`src/rtl/calendar_clock_top_defines.svh`:
```
// Assertion macros shared by the calendar clock RTL.
// Included by calclk_dp.sv and calclk_ctrl.sv; needs nothing else.
`ifndef CALENDAR_CLOCK_TOP_DEFINES_SVH
`define CALENDAR_CLOCK_TOP_DEFINES_SVH

`ifndef SYNTHESIS
// Property that must hold at every clock edge outside reset.
`define CC_ASSERT_ALWAYS(label, clk, rst_n, prop, msg) \
  label: assert property (@(posedge clk) disable iff (!rst_n) (prop)) else $error(msg);
// Same-cycle implication.
`define CC_ASSERT_IMP(label, clk, rst_n, ante, cons, msg) \
  label: assert property (@(posedge clk) disable iff (!rst_n) (ante) |-> (cons)) else $error(msg);
// Next-cycle implication.
`define CC_ASSERT_NXT(label, clk, rst_n, ante, cons, msg) \
  label: assert property (@(posedge clk) disable iff (!rst_n) (ante) |=> (cons)) else $error(msg);
`else
`define CC_ASSERT_ALWAYS(label, clk, rst_n, prop, msg)
`define CC_ASSERT_IMP(label, clk, rst_n, ante, cons, msg)
`define CC_ASSERT_NXT(label, clk, rst_n, ante, cons, msg)
`endif

`endif

```
`src/rtl/calclk_pkg.sv`:
```
// Types, codes and calendar helper functions for the calendar clock.
// Used by calclk_dp, calclk_ctrl and calendar_clock_top; depends on nothing.
`default_nettype none

package calclk_pkg;

  // Width of the carry stage's dividend and quotient.
  localparam int unsigned DIV_W = 17;

  // Action codes.
  localparam logic [1:0] ACT_TICK = 2'd0;
  localparam logic [1:0] ACT_SET  = 2'd1;
  localparam logic [1:0] ACT_ADD  = 2'd2;

  // Unit codes for an add.
  localparam logic [2:0] UNIT_SEC  = 3'd0;
  localparam logic [2:0] UNIT_MIN  = 3'd1;
  localparam logic [2:0] UNIT_HOUR = 3'd2;
  localparam logic [2:0] UNIT_DAY  = 3'd3;
  localparam logic [2:0] UNIT_MON  = 3'd4;
  localparam logic [2:0] UNIT_YEAR = 3'd5;

  // Status codes.
  localparam logic [1:0] STAT_OK     = 2'd0;
  localparam logic [1:0] STAT_REJECT = 2'd1;
  localparam logic [1:0] STAT_SAT    = 2'd2;

  // Carry divisors.
  localparam logic [5:0] SEC_PER_MIN  = 6'd60;
  localparam logic [5:0] MIN_PER_HOUR = 6'd60;
  localparam logic [5:0] HOUR_PER_DAY = 6'd24;
  localparam logic [5:0] MON_PER_YEAR = 6'd12;

  // Reciprocals for the carry quotient: ceil(2^23 / 60), ceil(2^22 / 24) and
  // ceil(2^21 / 12). Each is exact for every 17-bit dividend.
  localparam logic [17:0] RECIP_60 = 18'd139811;
  localparam logic [17:0] RECIP_24 = 18'd174763;
  localparam logic [17:0] RECIP_12 = 18'd174763;

  // Field limits.
  localparam logic [3:0] MONTH_FIRST = 4'd1;
  localparam logic [3:0] MONTH_LAST  = 4'd12;
  localparam logic [4:0] DAY_MAX     = 5'd31;
  localparam logic [4:0] HOUR_LAST   = 5'd23;
  localparam logic [5:0] MIN_LAST    = 6'd59;
  localparam logic [5:0] SEC_LAST    = 6'd59;

  // Year offsets (from 1970) of the century years 2100 and 2200, which are not leap.
  localparam logic [7:0] YOFF_2100 = 8'd130;
  localparam logic [7:0] YOFF_2200 = 8'd230;

  typedef struct packed {
    logic [1:0]  action;
    logic [2:0]  unit;
    logic [15:0] amount;
    logic [7:0]  set_year;
    logic [3:0]  set_month;
    logic [4:0]  set_day;
    logic [4:0]  set_hour;
    logic [5:0]  set_minute;
    logic [5:0]  set_second;
  } calclk_in_t;

  typedef struct packed {
    logic [7:0] year_now;
    logic [3:0] month_now;
    logic [4:0] day_now;
    logic [4:0] hour_now;
    logic [5:0] minute_now;
    logic [5:0] second_now;
    logic [1:0] status;
  } calclk_out_t;

  // Datapath commands.
  typedef enum logic [3:0] {
    CMD_NONE,
    CMD_LOAD,
    CMD_DIV_INIT,
    CMD_DIV_STEP,
    CMD_DIV_END,
    CMD_DAY_INIT,
    CMD_DAY_STEP,
    CMD_ADD_YEAR,
    CMD_SET,
    CMD_REJECT
  } calclk_cmd_e;

  // Which field the carry stage works on.
  typedef enum logic [1:0] {
    SEL_SEC,
    SEL_MIN,
    SEL_HOUR,
    SEL_MON
  } calclk_sel_e;

  typedef struct packed {
    calclk_cmd_e cmd;
    calclk_sel_e sel;
  } calclk_ctl_t;

  typedef struct packed {
    logic [1:0] action;
    logic [2:0] unit;
    logic       day_last;
  } calclk_sts_t;

  // Gregorian leap test on a year offset from 1970. Within offsets 0..255 the
  // year is a multiple of four when the offset is 2 mod 4; of the century
  // years in range only 2000 is leap.
  function automatic logic is_leap(input logic [7:0] yoff);
    return (yoff[1:0] == 2'd2) && (yoff != YOFF_2100) && (yoff != YOFF_2200);
  endfunction

  // Number of days in a month.
  function automatic logic [4:0] month_len(input logic [3:0] month, input logic leap);
    logic [4:0] len;
    case (month) inside
      4'd4, 4'd6, 4'd9, 4'd11: len = 5'd30;
      4'd2:                    len = leap ? 5'd29 : 5'd28;
      default:                 len = DAY_MAX;
    endcase
    return len;
  endfunction

endpackage

`default_nettype wire

```
`src/rtl/calendar_clock_top.sv`:
```
// Calendar clock: a set, a year add or a rejected item is done at dispatch; a month add runs
// the carry stage once; a tick or a second add runs it for seconds, minutes and hours and then
// the month walk (a minute add starts at minutes, an hour add at hours, a day add at the walk).
// One item at a time, the next beat taken the cycle after the result beat. The carry stage
// runs init, quotient step and write-back per unit. Reset (asynchronous, active low)
// returns the time to offset 0, January 1, 00:00:00. Uses calclk_pkg, calclk_dp, calclk_ctrl.
`default_nettype none

module calendar_clock_top #(
  parameter int YEAR_LIMIT  = 255,
  parameter int AMOUNT_BITS = 16
) (
  input  wire                      clk_i,
  input  wire                      rst_ni,
  input  wire                      in_valid_i,
  output logic                     in_stall_o,
  input  calclk_pkg::calclk_in_t   in_data_i,
  output logic                     out_valid_o,
  input  wire                      out_stall_i,
  output calclk_pkg::calclk_out_t  out_data_o
);

  calclk_pkg::calclk_ctl_t ctl;
  calclk_pkg::calclk_sts_t sts;

  // Sequencer.
  calclk_ctrl u_ctrl (
    .clk_i       (clk_i),
    .rst_ni      (rst_ni),
    .in_valid_i  (in_valid_i),
    .in_stall_o  (in_stall_o),
    .out_valid_o (out_valid_o),
    .out_stall_i (out_stall_i),
    .sts_i       (sts),
    .ctl_o       (ctl)
  );

  // Time registers and arithmetic.
  calclk_dp #(
    .YEAR_LIMIT  (YEAR_LIMIT),
    .AMOUNT_BITS (AMOUNT_BITS)
  ) u_dp (
    .clk_i      (clk_i),
    .rst_ni     (rst_ni),
    .in_data_i  (in_data_i),
    .ctl_i      (ctl),
    .sts_o      (sts),
    .out_data_o (out_data_o)
  );

endmodule

`default_nettype wire

```
`src/rtl/calclk_dp.sv`:
```
// Datapath of the calendar clock: time registers, carry stage, month walk.
// Uses calclk_pkg and calendar_clock_top_defines.svh; driven by calclk_ctrl.
`default_nettype none
`include "calendar_clock_top_defines.svh"

module calclk_dp #(
  parameter int YEAR_LIMIT  = 255,
  parameter int AMOUNT_BITS = 16
) (
  input  wire                      clk_i,
  input  wire                      rst_ni,
  input  calclk_pkg::calclk_in_t   in_data_i,
  input  calclk_pkg::calclk_ctl_t  ctl_i,
  output calclk_pkg::calclk_sts_t  sts_o,
  output calclk_pkg::calclk_out_t  out_data_o
);

  localparam int unsigned DivW = calclk_pkg::DIV_W;
  localparam logic [7:0] YearMax = 8'(YEAR_LIMIT);
  localparam logic [15:0] AmtMask =
    (AMOUNT_BITS >= 16) ? 16'hFFFF : 16'((32'd1 << AMOUNT_BITS) - 32'd1);

  // Time state.
  logic [7:0] year_q, year_d;
  logic [3:0] month_q, month_d;
  logic [4:0] day_q, day_d;
  logic [4:0] hour_q, hour_d;
  logic [5:0] minute_q, minute_d;
  logic [5:0] second_q, second_d;
  logic [1:0] status_q, status_d;

  // Working registers.
  calclk_pkg::calclk_in_t item_q, item_d;
  logic [DivW-1:0] work_q, work_d;
  logic [DivW-1:0] quo_q, quo_d;

  logic [15:0]     amount_m;
  logic [5:0]      divisor;
  logic [17:0]     recip;
  logic [DivW-1:0] field_ext;
  logic [DivW-1:0] div_init_val;
  logic [34:0]     recip_prod;
  logic [DivW-1:0] quo_est;
  logic [DivW-1:0] div_prod;
  logic [DivW-1:0] div_diff;
  logic [5:0]      div_rem;
  logic [4:0]      cur_len;
  logic            at_year_end;
  logic            at_limit;
  logic            walk_fit;
  logic [DivW:0]   mon_year;
  logic            mon_sat;
  logic [3:0]      mon_new;
  logic [4:0]      mon_len;
  logic [DivW-1:0] yr_sum;
  logic            yr_sat;
  logic [4:0]      yr_len;
  logic [4:0]      set_len;
  logic            set_ok;
  logic            sat_req;

  assign amount_m = item_q.amount & AmtMask;

  // Divisor, reciprocal and dividend selection for the carry stage.
  always_comb begin
    case (ctl_i.sel)
      calclk_pkg::SEL_SEC: begin
        divisor   = calclk_pkg::SEC_PER_MIN;
        recip     = calclk_pkg::RECIP_60;
        field_ext = {11'b0, second_q};
      end
      calclk_pkg::SEL_MIN: begin
        divisor   = calclk_pkg::MIN_PER_HOUR;
        recip     = calclk_pkg::RECIP_60;
        field_ext = {11'b0, minute_q};
      end
      calclk_pkg::SEL_HOUR: begin
        divisor   = calclk_pkg::HOUR_PER_DAY;
        recip     = calclk_pkg::RECIP_24;
        field_ext = {12'b0, hour_q};
      end
      default: begin
        divisor   = calclk_pkg::MON_PER_YEAR;
        recip     = calclk_pkg::RECIP_12;
        field_ext = {13'b0, month_q - calclk_pkg::MONTH_FIRST};
      end
    endcase
  end

  assign div_init_val = field_ext + work_q;

  // Quotient of the dividend in work_q by reciprocal multiplication.
  assign recip_prod = {18'b0, work_q} * {17'b0, recip};

  always_comb begin
    case (ctl_i.sel)
      calclk_pkg::SEL_SEC:  quo_est = {5'b0, recip_prod[34:23]};
      calclk_pkg::SEL_MIN:  quo_est = {5'b0, recip_prod[34:23]};
      calclk_pkg::SEL_HOUR: quo_est = {4'b0, recip_prod[34:22]};
      default:              quo_est = {3'b0, recip_prod[34:21]};
    endcase
  end

  // Remainder from the registered quotient; it always fits in six bits.
  assign div_prod = quo_q * {11'b0, divisor};
  assign div_diff = work_q - div_prod;
  assign div_rem  = div_diff[5:0];

  // Month walk: one month is taken off the remaining day count per step.
  assign cur_len     = calclk_pkg::month_len(month_q, calclk_pkg::is_leap(year_q));
  assign at_year_end = (month_q == calclk_pkg::MONTH_LAST);
  assign at_limit    = (year_q >= YearMax);
  assign walk_fit    = (work_q <= {12'b0, cur_len});

  // Month add: the carry stage leaves whole years in quo_q and the month index in div_rem.
  assign mon_year = {10'b0, year_q} + {1'b0, quo_q};
  assign mon_sat  = mon_year > (DivW+1)'(YEAR_LIMIT);
  assign mon_new  = div_rem[3:0] + calclk_pkg::MONTH_FIRST;
  assign mon_len  = calclk_pkg::month_len(mon_new, calclk_pkg::is_leap(mon_year[7:0]));

  // Year add.
  assign yr_sum = {9'b0, year_q} + {1'b0, amount_m};
  assign yr_sat = yr_sum > DivW'(YEAR_LIMIT);
  assign yr_len = calclk_pkg::month_len(month_q, calclk_pkg::is_leap(yr_sum[7:0]));

  // Field check for a set.
  assign set_len = calclk_pkg::month_len(item_q.set_month,
                                         calclk_pkg::is_leap(item_q.set_year));
  assign set_ok  = (item_q.set_year <= YearMax) &&
                   (item_q.set_month != 4'd0) &&
                   (item_q.set_month <= calclk_pkg::MONTH_LAST) &&
                   (item_q.set_day != 5'd0) &&
                   (item_q.set_day <= set_len) &&
                   (item_q.set_hour <= calclk_pkg::HOUR_LAST) &&
                   (item_q.set_minute <= calclk_pkg::MIN_LAST) &&
                   (item_q.set_second <= calclk_pkg::SEC_LAST);

  // Command decode.
  always_comb begin
    year_d   = year_q;
    month_d  = month_q;
    day_d    = day_q;
    hour_d   = hour_q;
    minute_d = minute_q;
    second_d = second_q;
    status_d = status_q;
    item_d   = item_q;
    work_d   = work_q;
    quo_d    = quo_q;
    sat_req  = 1'b0;

    unique case (ctl_i.cmd)
      calclk_pkg::CMD_LOAD: begin
        item_d   = in_data_i;
        status_d = calclk_pkg::STAT_OK;
        if (in_data_i.action == calclk_pkg::ACT_TICK) begin
          work_d = DivW'(1);
        end else begin
          work_d = {1'b0, in_data_i.amount & AmtMask};
        end
      end
      calclk_pkg::CMD_DIV_INIT: begin
        work_d = div_init_val;
      end
      calclk_pkg::CMD_DIV_STEP: begin
        quo_d = quo_est;
      end
      calclk_pkg::CMD_DIV_END: begin
        work_d = quo_q;
        case (ctl_i.sel)
          calclk_pkg::SEL_SEC:  second_d = div_rem;
          calclk_pkg::SEL_MIN:  minute_d = div_rem;
          calclk_pkg::SEL_HOUR: hour_d   = div_rem[4:0];
          default: begin
            if (mon_sat) begin
              sat_req = 1'b1;
            end else begin
              year_d  = mon_year[7:0];
              month_d = mon_new;
              if (day_q > mon_len) begin
                day_d = mon_len;
              end
            end
          end
        endcase
      end
      calclk_pkg::CMD_DAY_INIT: begin
        work_d = {12'b0, day_q} + work_q;
      end
      calclk_pkg::CMD_DAY_STEP: begin
        if (walk_fit) begin
          day_d = work_q[4:0];
        end else if (at_year_end) begin
          if (at_limit) begin
            sat_req = 1'b1;
          end else begin
            year_d  = year_q + 8'd1;
            month_d = calclk_pkg::MONTH_FIRST;
            work_d  = work_q - {12'b0, cur_len};
          end
        end else begin
          month_d = month_q + 4'd1;
          work_d  = work_q - {12'b0, cur_len};
        end
      end
      calclk_pkg::CMD_ADD_YEAR: begin
        if (yr_sat) begin
          sat_req = 1'b1;
        end else begin
          year_d = yr_sum[7:0];
          if (day_q > yr_len) begin
            day_d = yr_len;
          end
        end
      end
      calclk_pkg::CMD_SET: begin
        if (set_ok) begin
          year_d   = item_q.set_year;
          month_d  = item_q.set_month;
          day_d    = item_q.set_day;
          hour_d   = item_q.set_hour;
          minute_d = item_q.set_minute;
          second_d = item_q.set_second;
        end else begin
          status_d = calclk_pkg::STAT_REJECT;
        end
      end
      calclk_pkg::CMD_REJECT: begin
        status_d = calclk_pkg::STAT_REJECT;
      end
      default: begin
      end
    endcase

    // Past the last second of the last year: pin to the end and flag it.
    if (sat_req) begin
      year_d   = YearMax;
      month_d  = calclk_pkg::MONTH_LAST;
      day_d    = calclk_pkg::DAY_MAX;
      hour_d   = calclk_pkg::HOUR_LAST;
      minute_d = calclk_pkg::MIN_LAST;
      second_d = calclk_pkg::SEC_LAST;
      status_d = calclk_pkg::STAT_SAT;
    end
  end

  // Time state registers.
  always_ff @(posedge clk_i or negedge rst_ni) begin
    if (!rst_ni) begin
      year_q   <= 8'd0;
      month_q  <= calclk_pkg::MONTH_FIRST;
      day_q    <= 5'd1;
      hour_q   <= 5'd0;
      minute_q <= 6'd0;
      second_q <= 6'd0;
      status_q <= calclk_pkg::STAT_OK;
    end else begin
      year_q   <= year_d;
      month_q  <= month_d;
      day_q    <= day_d;
      hour_q   <= hour_d;
      minute_q <= minute_d;
      second_q <= second_d;
      status_q <= status_d;
    end
  end

  // Working registers carry no reset.
  always_ff @(posedge clk_i) begin
    item_q <= item_d;
    work_q <= work_d;
    quo_q  <= quo_d;
  end

  assign sts_o.action   = item_q.action;
  assign sts_o.unit     = item_q.unit;
  assign sts_o.day_last = walk_fit || (at_year_end && at_limit);

  assign out_data_o.year_now   = year_q;
  assign out_data_o.month_now  = month_q;
  assign out_data_o.day_now    = day_q;
  assign out_data_o.hour_now   = hour_q;
  assign out_data_o.minute_now = minute_q;
  assign out_data_o.second_now = second_q;
  assign out_data_o.status     = status_q;

  // The time fields stay in their calendar ranges through every command.
  `CC_ASSERT_ALWAYS(a_year_range, clk_i, rst_ni, year_q <= YearMax, "year past limit")
  `CC_ASSERT_ALWAYS(a_month_range, clk_i, rst_ni,
    (month_q >= calclk_pkg::MONTH_FIRST) && (month_q <= calclk_pkg::MONTH_LAST),
    "month out of range")
  `CC_ASSERT_ALWAYS(a_day_range, clk_i, rst_ni, day_q != 5'd0, "day is zero")
  `CC_ASSERT_ALWAYS(a_clock_range, clk_i, rst_ni,
    (hour_q <= calclk_pkg::HOUR_LAST) && (minute_q <= calclk_pkg::MIN_LAST) &&
    (second_q <= calclk_pkg::SEC_LAST),
    "clock field out of range")

endmodule

`default_nettype wire

```
`src/rtl/calclk_ctrl.sv`:
```
// Sequencer of the calendar clock: handshakes and datapath command stream.
// Uses calclk_pkg and calendar_clock_top_defines.svh; drives calclk_dp.
`default_nettype none
`include "calendar_clock_top_defines.svh"

module calclk_ctrl (
  input  wire                      clk_i,
  input  wire                      rst_ni,
  input  wire                      in_valid_i,
  output logic                     in_stall_o,
  output logic                     out_valid_o,
  input  wire                      out_stall_i,
  input  calclk_pkg::calclk_sts_t  sts_i,
  output calclk_pkg::calclk_ctl_t  ctl_o
);

  localparam logic [2:0] ST_IDLE     = 3'd0;
  localparam logic [2:0] ST_DISPATCH = 3'd1;
  localparam logic [2:0] ST_DIV_INIT = 3'd2;
  localparam logic [2:0] ST_DIV_RUN  = 3'd3;
  localparam logic [2:0] ST_DIV_END  = 3'd4;
  localparam logic [2:0] ST_DAY_INIT = 3'd5;
  localparam logic [2:0] ST_DAY_WALK = 3'd6;
  localparam logic [2:0] ST_OUTPUT   = 3'd7;

  logic [2:0]              state_q, state_d;
  calclk_pkg::calclk_sel_e sel_q, sel_d;
  calclk_pkg::calclk_cmd_e cmd;

  // Next state and command.
  always_comb begin
    state_d = state_q;
    sel_d   = sel_q;
    cmd     = calclk_pkg::CMD_NONE;

    unique case (state_q)
      ST_IDLE: begin
        if (in_valid_i) begin
          cmd     = calclk_pkg::CMD_LOAD;
          state_d = ST_DISPATCH;
        end
      end
      ST_DISPATCH: begin
        case (sts_i.action)
          calclk_pkg::ACT_TICK: begin
            sel_d   = calclk_pkg::SEL_SEC;
            state_d = ST_DIV_INIT;
          end
          calclk_pkg::ACT_SET: begin
            cmd     = calclk_pkg::CMD_SET;
            state_d = ST_OUTPUT;
          end
          calclk_pkg::ACT_ADD: begin
            case (sts_i.unit)
              calclk_pkg::UNIT_SEC: begin
                sel_d   = calclk_pkg::SEL_SEC;
                state_d = ST_DIV_INIT;
              end
              calclk_pkg::UNIT_MIN: begin
                sel_d   = calclk_pkg::SEL_MIN;
                state_d = ST_DIV_INIT;
              end
              calclk_pkg::UNIT_HOUR: begin
                sel_d   = calclk_pkg::SEL_HOUR;
                state_d = ST_DIV_INIT;
              end
              calclk_pkg::UNIT_DAY: begin
                state_d = ST_DAY_INIT;
              end
              calclk_pkg::UNIT_MON: begin
                sel_d   = calclk_pkg::SEL_MON;
                state_d = ST_DIV_INIT;
              end
              calclk_pkg::UNIT_YEAR: begin
                cmd     = calclk_pkg::CMD_ADD_YEAR;
                state_d = ST_OUTPUT;
              end
              default: begin
                cmd     = calclk_pkg::CMD_REJECT;
                state_d = ST_OUTPUT;
              end
            endcase
          end
          default: begin
            cmd     = calclk_pkg::CMD_REJECT;
            state_d = ST_OUTPUT;
          end
        endcase
      end
      ST_DIV_INIT: begin
        cmd     = calclk_pkg::CMD_DIV_INIT;
        state_d = ST_DIV_RUN;
      end
      ST_DIV_RUN: begin
        // The quotient takes a single reciprocal step.
        cmd     = calclk_pkg::CMD_DIV_STEP;
        state_d = ST_DIV_END;
      end
      ST_DIV_END: begin
        cmd = calclk_pkg::CMD_DIV_END;
        // Carry moves up to the next larger unit.
        case (sel_q)
          calclk_pkg::SEL_SEC: begin
            sel_d   = calclk_pkg::SEL_MIN;
            state_d = ST_DIV_INIT;
          end
          calclk_pkg::SEL_MIN: begin
            sel_d   = calclk_pkg::SEL_HOUR;
            state_d = ST_DIV_INIT;
          end
          calclk_pkg::SEL_HOUR: begin
            state_d = ST_DAY_INIT;
          end
          default: begin
            state_d = ST_OUTPUT;
          end
        endcase
      end
      ST_DAY_INIT: begin
        cmd     = calclk_pkg::CMD_DAY_INIT;
        state_d = ST_DAY_WALK;
      end
      ST_DAY_WALK: begin
        cmd = calclk_pkg::CMD_DAY_STEP;
        if (sts_i.day_last) begin
          state_d = ST_OUTPUT;
        end
      end
      ST_OUTPUT: begin
        if (!out_stall_i) begin
          state_d = ST_IDLE;
        end
      end
      default: begin
        state_d = ST_IDLE;
      end
    endcase
  end

  // Control registers.
  always_ff @(posedge clk_i or negedge rst_ni) begin
    if (!rst_ni) begin
      state_q <= ST_IDLE;
      sel_q   <= calclk_pkg::SEL_SEC;
    end else begin
      state_q <= state_d;
      sel_q   <= sel_d;
    end
  end

  assign in_stall_o  = (state_q != ST_IDLE);
  assign out_valid_o = (state_q == ST_OUTPUT);
  assign ctl_o.cmd   = cmd;
  assign ctl_o.sel   = sel_q;

  // An accepted beat is always followed by dispatch.
  `CC_ASSERT_NXT(a_accept_dispatch, clk_i, rst_ni, in_valid_i && !in_stall_o,
    state_q == ST_DISPATCH, "accepted beat not dispatched")
  // A result is never offered while a new item can be taken.
  `CC_ASSERT_IMP(a_no_overlap, clk_i, rst_ni, !in_stall_o, !out_valid_o,
    "result offered while idle")
  // Once the result beat is taken the block is free again.
  `CC_ASSERT_NXT(a_release, clk_i, rst_ni, out_valid_o && !out_stall_i, !in_stall_o,
    "block busy after result taken")
  // The quotient step is always followed by the carry write-back.
  `CC_ASSERT_NXT(a_div_step, clk_i, rst_ni, state_q == ST_DIV_RUN, state_q == ST_DIV_END,
    "carry stage did not finish")

endmodule

`default_nettype wire
```
`config.mk`:
```
export PLATFORM = sky130hd
export DESIGN_NAME = calendar_clock_top
export DESIGN_NICKNAME = d
export VERILOG_FILES = /design/src/rtl/calclk_pkg.sv /design/src/rtl/calendar_clock_top.sv /design/src/rtl/calclk_dp.sv /design/src/rtl/calclk_ctrl.sv
export VERILOG_INCLUDE_DIRS = /design/src /design/src/rtl
export SDC_FILE = /design/constraint.sdc
export NUM_CORES = 1
export LEC_CHECK = 0
export BUFFER_PORTS_ARGS = -buffer_cell sky130_fd_sc_hd__buf_2
export CORE_AREA = 2 2 213 110
export CTS_CLUSTER_SIZE = 30
export DETAILED_ROUTE_END_ITERATION = 6
export DIE_AREA = 0 0 215 112
export GPL_ROUTABILITY_DRIVEN = 0
export HOLD_SLACK_MARGIN = 0.12
export MAX_ROUTING_LAYER = met4
export PLACE_DENSITY = 0.84
export SETUP_SLACK_MARGIN = 0.5
export SYNTH_ARGS = -nofsm -noshare
export SYNTH_HDL_FRONTEND = slang
export SYNTH_SLANG_ARGS = --single-unit
```
`constraint.sdc`:
```
create_clock -name clk_i -period 12.75 [get_ports clk_i]
set_input_delay 1.275 -clock clk_i [delete_from_list [all_inputs] [get_ports clk_i]]
set_output_delay 1.275 -clock clk_i [all_outputs]
set_load 0.01 [all_outputs]
```
==> metrics.yaml <==
cells_and_area:
  area_delta_synth_final_pct: 9.87
  layout.nets: 1926
  nFillCells: 1656
  multi_input_area_um2: 9580
  layout.area.seq_um2: 3610
  drive_above_1_share_pct: 12.1
placed_design:
  place_hpwl_mm: 36.6
  portBuffers: 96
clock_tree:
  htree_levels: 4
  cts_root_buf: "clkbuf_16"
  cts_tree: "done"
  clk_pin_slew_ps: 70
  cts_buffers: 17
  cts.sinks: 127
  clk-insertion-delay-late_ps: 450
  holdBufCountCts: 0
  post_cts_resized: 0
  clock_path_buffers: 2
  post_cts.repair.setup_buffers: 0
global_route:
  antenna_found_initial: 2
  met2_usage_pct: 50.4
  grtUsageMet3_pct: 21.8
  use_met1_pct: 57.1
  grt_max_degree: 50
  grt_overflow: 0
  grt_pass1_vias: 12500
  busiest_layer: "met1"
  grt_pass1_wl_mm: 71.4
  track_usage_pct: 40.5
die:
  coreArea_um2: 22300
  chipWidth_um: 215
  start_util_pct: 63.7
  rows: 39
  die_h_um: 112
  ios: 97
  die_area_um2: 24100
synth:
  synth-edff-count: 86
  synthesis.nets: 1841
  syn_area_per_cell_um2: 9.52
  ys.warnings.count: 0
  yosysSeqAreaShare_pct: 25.4
  synth-seq-cells: 127
  syn_area_um2: 14200
  ys.flop_type: "edfxtp_1"
  synthArstFlopShare_pct: 32.3
  synthCells: 1495
  ys_types: 96
timing:
  final-max-slew-violation-count: 0
  max_freq_mhz: 143
  worst_slew_pin_slew_ps: 1080
  relSlewSlack_pct: 27.3
  hold_violations: 0
  fin_crit_sh_pct: 54.7
  min_period_ps: 6970
  setup_viol: 0
  rsz0062_at_grt: "no"
  finalSetupTns_ps: 0
  clock_skew_ps: 11.0
run_status:
  violations: "design-rule violations"
  status: "finished with violations"
route:
  dr_total_vias: 12900
  drt_drc_violations_left: 18
  drtIter0Drc: 2577
  post_drt_wl_per_cell_um: 24.3
  route.final.wire_length_mm: 46.2
  first_pass_iters: 7
  ant_nets: 0
  viasPerCell: 6.80
setup_path:
  crit_type: "flop to flop"
  critPathCaptureType: "flop"
  worstPathMaxFanout: 9
  cp.arrival_ps: 7200
  required_ps: 12990
  cp-start-kind: "flop"
job:
  max_cap_violations: 0
worst_hold_path:
  hold_class: "flop to flop"
[cell usage after synthesis, types with 17 or more instances]
| master | number | area share, % |
|---|---|---|
| fa_1 | 93 | 13 |
| inv_1 | 227 | 6.0 |
| ha_1 | 194 | 17 |
| nor2_1 | 95 | 2.5 |
| nand3_1 | 53 | 1.9 |
| xnor2_1 | 36 | 2.2 |
| nand4_1 | 17 | 0.75 |
| edfxtp_1 | 86 | 18 |
| a21o_1 | 25 | 1.3 |
| a21oi_1 | 71 | 2.5 |
| a31oi_1 | 18 | 0.79 |
| nand2_1 | 83 | 2.2 |
| dfrtp_1 | 39 | 6.9 |
| xor2_1 | 24 | 1.5 |
| clkbuf_1 | 34 | 0.90 |
| nor3_1 | 26 | 0.91 |
| o21ai_0 | 68 | 2.4 |
[cell families after synthesis]
kind of cell | share of synthesized area (%)
adder cells (fa/ha/maj) | 30.2
AO/OA/AOI/OAI | 17.3
AND/OR/NAND/NOR | 12.7
XOR/XNOR | 3.85
buffers and inverters | 7.45
multiplexers | 3.16
flip-flops | 25.4
[layer usage]
layer	vias to the layer above	wire length [um]	part of all wire [%]
met2	1122	17300	37
met5	-	0	0
met1	6174	18700	40
li1	5513	-	-
met4	0	875	1.9
met3	123	9360	20
[cell usage in the layout, fill, tap and decap left out, types with 7 or more instances in the layout]
master and instances:
xor2_1 24, a211oi_1 13, and2_1 11, mux2i_1 10, a221oi_1 8, buf_2 96, a21o_1 25, mux2_2 12
buf_4 16, nor2b_1 10, a31oi_1 18, edfxtp_1 86, o22ai_1 7, dfrtp_1 39, nand2b_1 10, a22oi_1 16
nand3_1 53, ha_1 194, inv_1 227, nor3_1 24, a21oi_1 71, xnor2_1 36, nand4_1 17, and3_1 14
or3_1 12, clkbuf_16 17, o21ai_0 68, a222oi_1 10, fa_1 93, o211ai_1 16, nand2_1 83, nor2_1 95
[state kept, by name (all words and copies together) (netlist names), 4 cells and up]
signal and count:
u_dp.amount_m 16, u_dp.work_q 17, u_dp.quo_q 14, u_dp.sts_o 5, u_dp.month_q 4, u_dp.year_q 8, u_dp.item_q 34, u_dp.minute_q 6
u_dp.second_q 6, u_dp.day_q 5, u_dp.hour_q 5
[worst max-delay path, stage by stage (launching register included)]
cell       delay (ps)
edfxtp_1          580
inv_1             230
nor2_1             80
ha_1              330
inv_1              80
fa_1              550
fa_1              520
fa_1              570
inv_1              60
fa_1              540
inv_1              60
fa_1              530
inv_1              40
ha_1              190
a21oi_1           210
o21ai_0           240
nor2b_1           240
nor3_1            470
a211oi_1          260
a21boi_1          320
o211ai_1          210
a2111oi_1         440
[area by class of cell]
type                            instances  area share [%]
Antenna cell                            2          0.0320
Clock buffer                           17            2.72
Clock inverter                         15            1.12
Inverter                              229            5.50
Multi-Input combinational cell       1093            61.3
Sequential cell                       127            23.1
Tap cell                              307            2.46
Timing Repair Buffer                  112            3.84
[metrics by stage]
step	hold WS, ps	cell area [um2]	setup slack [ps]	std cells	utilization, %
finish	536	15600	5780	1902	70.0
global route	560	15600	5480	1902	70.0
CTS	534	15600	5950	1900	70.0
detailed placement	516	15000	5990	1868	67.3
global placement	513	15000	6170	1868	67.3
floorplan	486	14200	6310	1495	-
[final timing paths]
kind	startpoint	to	slack, ps	depth (start not counted)
min in group asynchronous	rst_ni	u_dp.year_q[5]	1000	1
worst min register to register	u_dp.status_q[1]	u_dp.status_q[1]	540	2
worst max register to register	u_dp.work_q[2]	u_dp.quo_q[12]	5780	21
max in group asynchronous	rst_ni	u_dp.minute_q[0]	11070	1
worst min-delay path	u_dp.status_q[1]	u_dp.status_q[1]	540	2
worst max-delay path	u_dp.work_q[2]	u_dp.quo_q[12]	5780	21
Power is left out: the tool's default activity adds up to more than one toggle a clock period on the data nets, which glitch-free logic cannot reach.
